--- src/rtl/pmf_pkg.sv ---
// ----------------------------------------------------------------------------
// Pointer motion fusion package
// Shared word types, register indexes, command codes and saturation helpers.
// ----------------------------------------------------------------------------
package pmf_pkg;

  typedef struct packed {
    logic              optical_ok;
    logic              motion_seen;
    logic              on_surface;
    logic signed [15:0] delta_x;
    logic signed [15:0] delta_y;
    logic              heading_ok;
    logic signed [15:0] heading_cos;
    logic signed [15:0] heading_sin;
    logic signed [7:0]  zoom_level;
    logic signed [7:0]  scroll_delta;
    logic [1:0]        button_state;
  } pmf_in_t;

  typedef struct packed {
    logic              report_valid;
    logic signed [7:0] move_x;
    logic signed [7:0] move_y;
    logic signed [7:0] wheel_step;
    logic [1:0]        button_bits;
    logic              rezero_imu;
  } pmf_out_t;

  localparam int CFG_IDX_W  = 3;
  localparam int CFG_DATA_W = 16;

  localparam logic [CFG_IDX_W-1:0] REG_CPI      = 3'd0;
  localparam logic [CFG_IDX_W-1:0] REG_BASE     = 3'd1;
  localparam logic [CFG_IDX_W-1:0] REG_ZSTEPS   = 3'd2;
  localparam logic [CFG_IDX_W-1:0] REG_ZSPAN    = 3'd3;
  localparam logic [CFG_IDX_W-1:0] REG_TURN     = 3'd4;
  localparam logic [CFG_IDX_W-1:0] REG_HEADLESS = 3'd5;
  localparam logic [CFG_IDX_W-1:0] REG_OFFX     = 3'd6;
  localparam logic [CFG_IDX_W-1:0] REG_OFFY     = 3'd7;

  // Multiply-divide unit and datapath widths.
  localparam int MD_A_W = 35;
  localparam int MD_M_W = 33;
  localparam int MD_D_W = 35;
  localparam int MD_Q_W = 64;
  localparam int MD_R_W = 65;
  localparam int SUM_W  = 67;
  localparam int TRIG_W = 17;
  localparam int ACC_W  = 34;
  localparam int SENS_W = 28;

  localparam int OP_W = 3;
  localparam logic [OP_W-1:0] OP_NONE  = 3'd0;
  localparam logic [OP_W-1:0] OP_LOAD  = 3'd1;
  localparam logic [OP_W-1:0] OP_PRE   = 3'd2;
  localparam logic [OP_W-1:0] OP_SMUL  = 3'd3;
  localparam logic [OP_W-1:0] OP_MD    = 3'd4;
  localparam logic [OP_W-1:0] OP_PXSET = 3'd5;
  localparam logic [OP_W-1:0] OP_SENSB = 3'd6;
  localparam logic [OP_W-1:0] OP_OUT   = 3'd7;

  localparam int SM_W = 3;
  localparam logic [SM_W-1:0] SM_PXA = 3'd0;
  localparam logic [SM_W-1:0] SM_PXB = 3'd1;
  localparam logic [SM_W-1:0] SM_PYA = 3'd2;
  localparam logic [SM_W-1:0] SM_PYB = 3'd3;
  localparam logic [SM_W-1:0] SM_RXA = 3'd4;
  localparam logic [SM_W-1:0] SM_RXB = 3'd5;
  localparam logic [SM_W-1:0] SM_RYA = 3'd6;
  localparam logic [SM_W-1:0] SM_RYB = 3'd7;

  localparam int JOB_W = 4;
  localparam logic [JOB_W-1:0] J_PXT_X = 4'd0;
  localparam logic [JOB_W-1:0] J_PXT_Y = 4'd1;
  localparam logic [JOB_W-1:0] J_ERRX  = 4'd2;
  localparam logic [JOB_W-1:0] J_ERRY  = 4'd3;
  localparam logic [JOB_W-1:0] J_OX    = 4'd4;
  localparam logic [JOB_W-1:0] J_OY    = 4'd5;
  localparam logic [JOB_W-1:0] J_PSX   = 4'd6;
  localparam logic [JOB_W-1:0] J_PSY   = 4'd7;
  localparam logic [JOB_W-1:0] J_SENS  = 4'd8;
  localparam logic [JOB_W-1:0] J_SX    = 4'd9;
  localparam logic [JOB_W-1:0] J_SY    = 4'd10;
  localparam logic [JOB_W-1:0] J_ESX   = 4'd11;
  localparam logic [JOB_W-1:0] J_ESY   = 4'd12;

  typedef struct packed {
    logic [OP_W-1:0]  op;
    logic [SM_W-1:0]  sm;
    logic [JOB_W-1:0] job;
  } pmf_cmd_t;

  typedef struct packed {
    logic pend;
    logic lifted;
    logic moving;
    logic head_hl;
    logic pok;
    logic steps_zero;
    logic md_done;
  } pmf_stat_t;

  function automatic logic signed [31:0] sat32(input logic signed [SUM_W-1:0] v);
    if (v > 67'sd2147483647) begin
      return 32'sh7FFFFFFF;
    end else if (v < -67'sd2147483648) begin
      return 32'sh80000000;
    end else begin
      return v[31:0];
    end
  endfunction

  function automatic logic signed [7:0] clamp_hid(input logic signed [SUM_W-1:0] v);
    if (v > 67'sd127) begin
      return 8'sd127;
    end else if (v < -67'sd127) begin
      return -8'sd127;
    end else begin
      return v[7:0];
    end
  endfunction

endpackage

--- src/rtl/pmf_ctrl.sv ---
// ----------------------------------------------------------------------------
// Pointer motion fusion controller
// Sequences one word through the datapath and drives both handshakes.
// ----------------------------------------------------------------------------
module pmf_ctrl import pmf_pkg::*; (
  input  logic      clk,
  input  logic      rst_n,
  input  logic      in_valid,
  output logic      in_ready,
  output logic      out_valid,
  input  logic      out_ready,
  input  pmf_stat_t stat,
  output pmf_cmd_t  cmd
);

  localparam int ST_W = 5;
  localparam logic [ST_W-1:0] ST_IDLE = 5'd0;
  localparam logic [ST_W-1:0] ST_CP0  = 5'd1;
  localparam logic [ST_W-1:0] ST_CP1  = 5'd2;
  localparam logic [ST_W-1:0] ST_CP2  = 5'd3;
  localparam logic [ST_W-1:0] ST_CP3  = 5'd4;
  localparam logic [ST_W-1:0] ST_CP4  = 5'd5;
  localparam logic [ST_W-1:0] ST_CP5  = 5'd6;
  localparam logic [ST_W-1:0] ST_CP6  = 5'd7;
  localparam logic [ST_W-1:0] ST_PRE  = 5'd8;
  localparam logic [ST_W-1:0] ST_BR   = 5'd9;
  localparam logic [ST_W-1:0] ST_RT0  = 5'd10;
  localparam logic [ST_W-1:0] ST_RT1  = 5'd11;
  localparam logic [ST_W-1:0] ST_RT2  = 5'd12;
  localparam logic [ST_W-1:0] ST_RT3  = 5'd13;
  localparam logic [ST_W-1:0] ST_RT4  = 5'd14;
  localparam logic [ST_W-1:0] ST_RT5  = 5'd15;
  localparam logic [ST_W-1:0] ST_HD   = 5'd16;
  localparam logic [ST_W-1:0] ST_OX   = 5'd17;
  localparam logic [ST_W-1:0] ST_OY   = 5'd18;
  localparam logic [ST_W-1:0] ST_PS0  = 5'd19;
  localparam logic [ST_W-1:0] ST_PS1  = 5'd20;
  localparam logic [ST_W-1:0] ST_SN   = 5'd21;
  localparam logic [ST_W-1:0] ST_SX   = 5'd22;
  localparam logic [ST_W-1:0] ST_SY   = 5'd23;
  localparam logic [ST_W-1:0] ST_EX   = 5'd24;
  localparam logic [ST_W-1:0] ST_EY   = 5'd25;
  localparam logic [ST_W-1:0] ST_OUT  = 5'd26;
  localparam logic [ST_W-1:0] ST_WAIT = 5'd27;

  logic [ST_W-1:0] state_r, state_nxt;
  logic [ST_W-1:0] ret_r, ret_nxt;
  logic            cfgm_r, cfgm_nxt;
  logic            out_valid_r, out_valid_nxt;

  always_comb begin
    state_nxt = state_r;
    ret_nxt   = ret_r;
    cfgm_nxt  = cfgm_r;
    in_ready  = 1'b0;
    cmd       = '{OP_NONE, SM_PXA, J_PXT_X};
    case (state_r)
      ST_IDLE: begin
        in_ready = 1'b1;
        if (in_valid) begin
          cmd.op    = OP_LOAD;
          cfgm_nxt  = stat.pend;
          state_nxt = stat.pend ? ST_CP0 : ST_PRE;
        end
      end
      // Proxy target from the offset, shared by the offset write and the
      // headless step.
      ST_CP0: begin cmd.op = OP_SMUL; cmd.sm = SM_PXA; state_nxt = ST_CP1; end
      ST_CP1: begin cmd.op = OP_SMUL; cmd.sm = SM_PXB; state_nxt = ST_CP2; end
      ST_CP2: begin
        cmd.op = OP_MD; cmd.job = J_PXT_X; ret_nxt = ST_CP3; state_nxt = ST_WAIT;
      end
      ST_CP3: begin cmd.op = OP_SMUL; cmd.sm = SM_PYA; state_nxt = ST_CP4; end
      ST_CP4: begin cmd.op = OP_SMUL; cmd.sm = SM_PYB; state_nxt = ST_CP5; end
      ST_CP5: begin
        cmd.op = OP_MD; cmd.job = J_PXT_Y; ret_nxt = ST_CP6; state_nxt = ST_WAIT;
      end
      ST_CP6: begin
        if (cfgm_r) begin
          cmd.op    = OP_PXSET;
          cfgm_nxt  = 1'b0;
          state_nxt = ST_PRE;
        end else if (stat.pok) begin
          state_nxt = ST_OX;
        end else begin
          cmd.op    = OP_PXSET;
          state_nxt = ST_SN;
        end
      end
      ST_PRE: begin cmd.op = OP_PRE; state_nxt = ST_BR; end
      ST_BR: begin
        if (stat.lifted) begin
          state_nxt = ST_OUT;
        end else if (stat.moving) begin
          state_nxt = ST_RT0;
        end else begin
          state_nxt = ST_HD;
        end
      end
      ST_RT0: begin cmd.op = OP_SMUL; cmd.sm = SM_RXA; state_nxt = ST_RT1; end
      ST_RT1: begin cmd.op = OP_SMUL; cmd.sm = SM_RXB; state_nxt = ST_RT2; end
      ST_RT2: begin
        cmd.op = OP_MD; cmd.job = J_ERRX; ret_nxt = ST_RT3; state_nxt = ST_WAIT;
      end
      ST_RT3: begin cmd.op = OP_SMUL; cmd.sm = SM_RYA; state_nxt = ST_RT4; end
      ST_RT4: begin cmd.op = OP_SMUL; cmd.sm = SM_RYB; state_nxt = ST_RT5; end
      ST_RT5: begin
        cmd.op = OP_MD; cmd.job = J_ERRY; ret_nxt = ST_HD; state_nxt = ST_WAIT;
      end
      ST_HD: state_nxt = stat.head_hl ? ST_CP0 : ST_SN;
      ST_OX: begin
        cmd.op = OP_MD; cmd.job = J_OX; ret_nxt = ST_OY; state_nxt = ST_WAIT;
      end
      ST_OY: begin
        cmd.op = OP_MD; cmd.job = J_OY; ret_nxt = ST_PS0; state_nxt = ST_WAIT;
      end
      ST_PS0: begin
        cmd.op = OP_MD; cmd.job = J_PSX; ret_nxt = ST_PS1; state_nxt = ST_WAIT;
      end
      ST_PS1: begin
        cmd.op = OP_MD; cmd.job = J_PSY; ret_nxt = ST_SN; state_nxt = ST_WAIT;
      end
      ST_SN: begin
        if (stat.steps_zero) begin
          cmd.op    = OP_SENSB;
          state_nxt = ST_SX;
        end else begin
          cmd.op = OP_MD; cmd.job = J_SENS; ret_nxt = ST_SX; state_nxt = ST_WAIT;
        end
      end
      ST_SX: begin
        cmd.op = OP_MD; cmd.job = J_SX; ret_nxt = ST_SY; state_nxt = ST_WAIT;
      end
      ST_SY: begin
        cmd.op = OP_MD; cmd.job = J_SY; ret_nxt = ST_EX; state_nxt = ST_WAIT;
      end
      ST_EX: begin
        cmd.op = OP_MD; cmd.job = J_ESX; ret_nxt = ST_EY; state_nxt = ST_WAIT;
      end
      ST_EY: begin
        cmd.op = OP_MD; cmd.job = J_ESY; ret_nxt = ST_OUT; state_nxt = ST_WAIT;
      end
      ST_OUT: begin
        // The output register may only be refilled once it is empty or
        // being taken in this cycle.
        if (!out_valid_r || out_ready) begin
          cmd.op    = OP_OUT;
          state_nxt = ST_IDLE;
        end
      end
      ST_WAIT: begin
        if (stat.md_done) begin
          state_nxt = ret_r;
        end
      end
      default: state_nxt = ST_IDLE;
    endcase
  end

  always_comb begin
    if (cmd.op == OP_OUT) begin
      out_valid_nxt = 1'b1;
    end else if (out_ready) begin
      out_valid_nxt = 1'b0;
    end else begin
      out_valid_nxt = out_valid_r;
    end
  end

  always_ff @(posedge clk) begin
    if (!rst_n) begin
      state_r     <= ST_IDLE;
      ret_r       <= ST_IDLE;
      cfgm_r      <= 1'b0;
      out_valid_r <= 1'b0;
    end else begin
      state_r     <= state_nxt;
      ret_r       <= ret_nxt;
      cfgm_r      <= cfgm_nxt;
      out_valid_r <= out_valid_nxt;
    end
  end

  assign out_valid = out_valid_r;

`ifndef SYNTHESIS
  a_done_in_wait: assert property (@(posedge clk) disable iff (!rst_n)
    stat.md_done |-> state_r == ST_WAIT)
    else $error("divider finished outside the wait state");

  a_accept_leaves_idle: assert property (@(posedge clk) disable iff (!rst_n)
    (in_valid && in_ready) |=> state_r != ST_IDLE)
    else $error("accepted word did not start processing");

  a_no_overwrite: assert property (@(posedge clk) disable iff (!rst_n)
    (cmd.op == OP_OUT) |-> (!out_valid_r || out_ready))
    else $error("result register overwritten while still held");

  a_out_loaded: assert property (@(posedge clk) disable iff (!rst_n)
    (cmd.op == OP_OUT) |=> out_valid)
    else $error("loaded result not presented");
`endif

endmodule

--- config.mk ---
export PLATFORM = sky130hd
export DESIGN_NAME = pmf_ctrl
export DESIGN_NICKNAME = d
export VERILOG_FILES = /design/src/rtl/pmf_pkg.sv /design/src/rtl/pmf_ctrl.sv
export SDC_FILE = /design/constraint.sdc
export NUM_CORES = 1
export LEC_CHECK = 0
export CAP_MARGIN = 20
export CORE_MARGIN = 8
export CORE_UTILIZATION = 30
export CTS_CLUSTER_DIAMETER = 200
export DETAILED_ROUTE_END_ITERATION = 16
export DONT_BUFFER_PORTS = 1
export MAX_ROUTING_LAYER = met4
export PLACE_DENSITY = 0.54
export REMOVE_ABC_BUFFERS = 1
export SLEW_MARGIN = 20
export SYNTH_ARGS = -nofsm -noshare
export SYNTH_HDL_FRONTEND = slang
export SYNTH_SLANG_ARGS = --single-unit
export TNS_END_PERCENT = 100
--- constraint.sdc ---
create_clock -name clk -period 1.5 [get_ports clk]
set_input_delay 0.075 -clock clk [delete_from_list [all_inputs] [get_ports clk]]
set_output_delay 0.075 -clock clk [all_outputs]
set_load 0.005 [all_outputs]
==> out/results.ini <==
[outcome]
status=complete, but fails checks
violations=setup timing

[sta]
skew_ps=4.47
final-max-slew-violation-count=0
clock.fmax_mhz=620
min_period_over_period=1.08
holdWs_ps=26.2
finalSetupTns_ps=-608
tightestPinTransition_ps=499
worst_slack_ps=-113
slew_headroom=0.666
rsz0062_at_grt=yes
hold_viol_final=0
setup_viol=10
period_needed_ps=1610

[layout]
layout-drive-gt1-share=0.597
layout.cells.non_filler=330
layout.nets=290
fin_util=0.598
n_antenna_cell=0
fill_cells=348
area_growth_pct=94.5
stdcell_area_sq_um=2590

[yosys]
synthDistinctLibCells=49
syn_area_sq_um=1330
syn_avg_cell_area_sq_um=6.68
async_flop_share=0
ys_warn_count=0
synthCells=199
ys_ff_latch=12
synth-edff-count=0
synth-seq-area-share=0.181
synth_ff_type=dfxtp_1

[floorplan]
die_y_um=82.6
start_util=0.308
die_area_sq_um=6820
num_rows=24
ios=23
die_x_um=82.6
core-area_sq_um=4320

[power]
power_density_nw_per_um2=1590
power.total_mw=4.12
peakVddDrop_mv=0.462
p_leak_nw=1.03

[hold_path]
hp-class=input port to flop
min_from=rst_n
hold_end=ret_r[0]
hold_path_depth=2

[critical_path]
worst_ep_required_time_ps=1620
timing.rr.end=state_r[0]
critPathSlowestCell=dfxtp_4
crit_fanout=5
start_kind=flop
reg2reg_depth=7
crit_chain=buf_6 -> buf_6 -> nand2b_4 -> buf_4 -> a22o_1 -> a211oi_2 -> a31oi_1
r2r-start=state_r[3]
end_kind=flop
rrSetupSlack_ps=-110
path_delay_family=compound AO/OA/AOI/OAI gates
worstPathArrival_ps=1730
crit_top_cell=buf_6
path_buf_inv=3
critPathMaxStageDelay_ps=360
path_depth=7
worstSetupPathType=flop to flop

[place]
globalplace.congestion=0.982
place_hpwl_um=3940
dp_slack_ps=-247
placed_cells=295
portBuffers=0
dpl_cell_area_sq_um=1740

[global_routing]
grt_pass1_vias=1785
grt_pass1_wl_um=8890
grt_max_degree=15
antenna_found_initial=0
grtUsageTotal=0.174
grt_overflow=0

[clock_tree]
cts-root-buf=clkbuf_8
clk_pin_slew_ps=60
clkLatencyLatePin_ps=250
cts_buffers=3
cts_tree=done
cts_buffer_depth=2
cts-htree-levels=1
clock-sinks=12

[route]
initialDrtViolationCount=227
highest_layer=met4
avgRoutedWirePerCell_um=20.5
met1_length_um=2740
wirelength_um=6760
drc=0
dr.pass1.iters=5
ant_nets=0
via_count=1984
vias_per_cell=6.01
dr_wl_met3_um=452
met2_length_um=3330

[flow_run]
cap_violations=0

==> cells in the final DEF, fill, tap and decap left out, types with 3 or more instances in the layout <==
cell / count
a21oi_1: 8
a21oi_2: 8
a22o_1: 3
a31oi_1: 3
buf_12: 5
buf_4: 67
buf_6: 14
buf_8: 4
clkbuf_8: 4
dfxtp_1: 7
dfxtp_4: 5
inv_1: 3
inv_2: 3
mux2i_1: 3
nand2_1: 23
nand2_2: 5
nand2b_1: 3
nand2b_4: 3
nand3_1: 3
nand3_2: 3
nor2_1: 14
nor2_2: 3
nor2_4: 4
nor2b_1: 3
nor2b_4: 5
nor3_1: 7
nor4_4: 3
o21ai_0: 5
o22ai_1: 4
==> repair_timing <==
| action | in CTS | in global routing |
|---|---|---|
| hold buffers | 1 | 1 |
| endpoints found under the setup margin | 21 | 18 |
| gates resized for setup | 45 | 84 |
| pin swaps | 8 | 28 |
| endpoints found under the hold margin | 9 | 3 |
| buffers inserted | 5 | 25 |
==> how the worst max path moves through the flow <==
stage | startpoint | end | slack, ps
final | state_r[3] | state_r[0] | -110
after global routing | state_r[1] | state_r[3] | -160
after detailed placement | state_r[0] | state_r[3] | -250
after global placement | state_r[0] | state_r[3] | -220
after floorplan | state_r[2] | state_r[3] | -360
after CTS | state_r[1] | cmd[9] | -60
==> where the power goes <==
group | switching (mW) | internal (mW) | total, mW | leakage, nW
Combinational | 1.58 | 1.71 | 3.29 | 0.898
Clock | 0.130 | 0.233 | 0.363 | 0.0288
Sequential | 0.0909 | 0.383 | 0.474 | 0.101
==> final cells by class <==
cell class / count / area, sq um / area share
Timing Repair Buffer: 92 / 841 / 0.325
Clock buffer: 4 / 55.1 / 0.0213
Inverter: 7 / 38.8 / 0.0150
Sequential cell: 12 / 259 / 0.100
Multi-Input combinational cell: 163 / 1330 / 0.514
Tap cell: 52 / 65.1 / 0.0251
==> registers in the layout (all words and copies together) (netlist names) <==
register   count
cfgm_r         1
out_valid      1
ret_r          5
state_r        5
==> cells in the mapped netlist, drive strengths merged, types with 3 or more instances <==
cell type	n	area, sq um
a21oi	16	80.1
a22o	3	26.3
a31oi	3	18.8
buf	15	106
dfxtp	12	240
inv	7	26.3
mux2i	3	30.0
nand2	30	113
nand2b	6	37.5
nand3	6	35.0
nor2	21	78.8
nor2b	10	62.6
nor3	8	40.0
nor4	5	43.8
o21ai	9	45.0
o22ai	5	31.3
xnor2	3	26.3
==> cell families after synthesis <==
kind of cell / Yosys count / share of synthesized area
AO/OA/AOI/OAI: 61 / 0.311
XOR/XNOR: 4 / 0.0263
buffers and inverters: 24 / 0.105
flip-flops: 12 / 0.181
multiplexers: 3 / 0.0226
AND/OR/NAND/NOR: 95 / 0.354
==> metal layers <==
| metal | track usage | vias to the layer above |
|---|---|---|
| li1 | - | 883 |
| met1 | 0.210 | 953 |
| met2 | 0.273 | 119 |
| met3 | 0.0335 | 29 |
| met4 | 0.0810 | 0 |
| met5 | - | - |
Power figures use the tool's default switching activity.
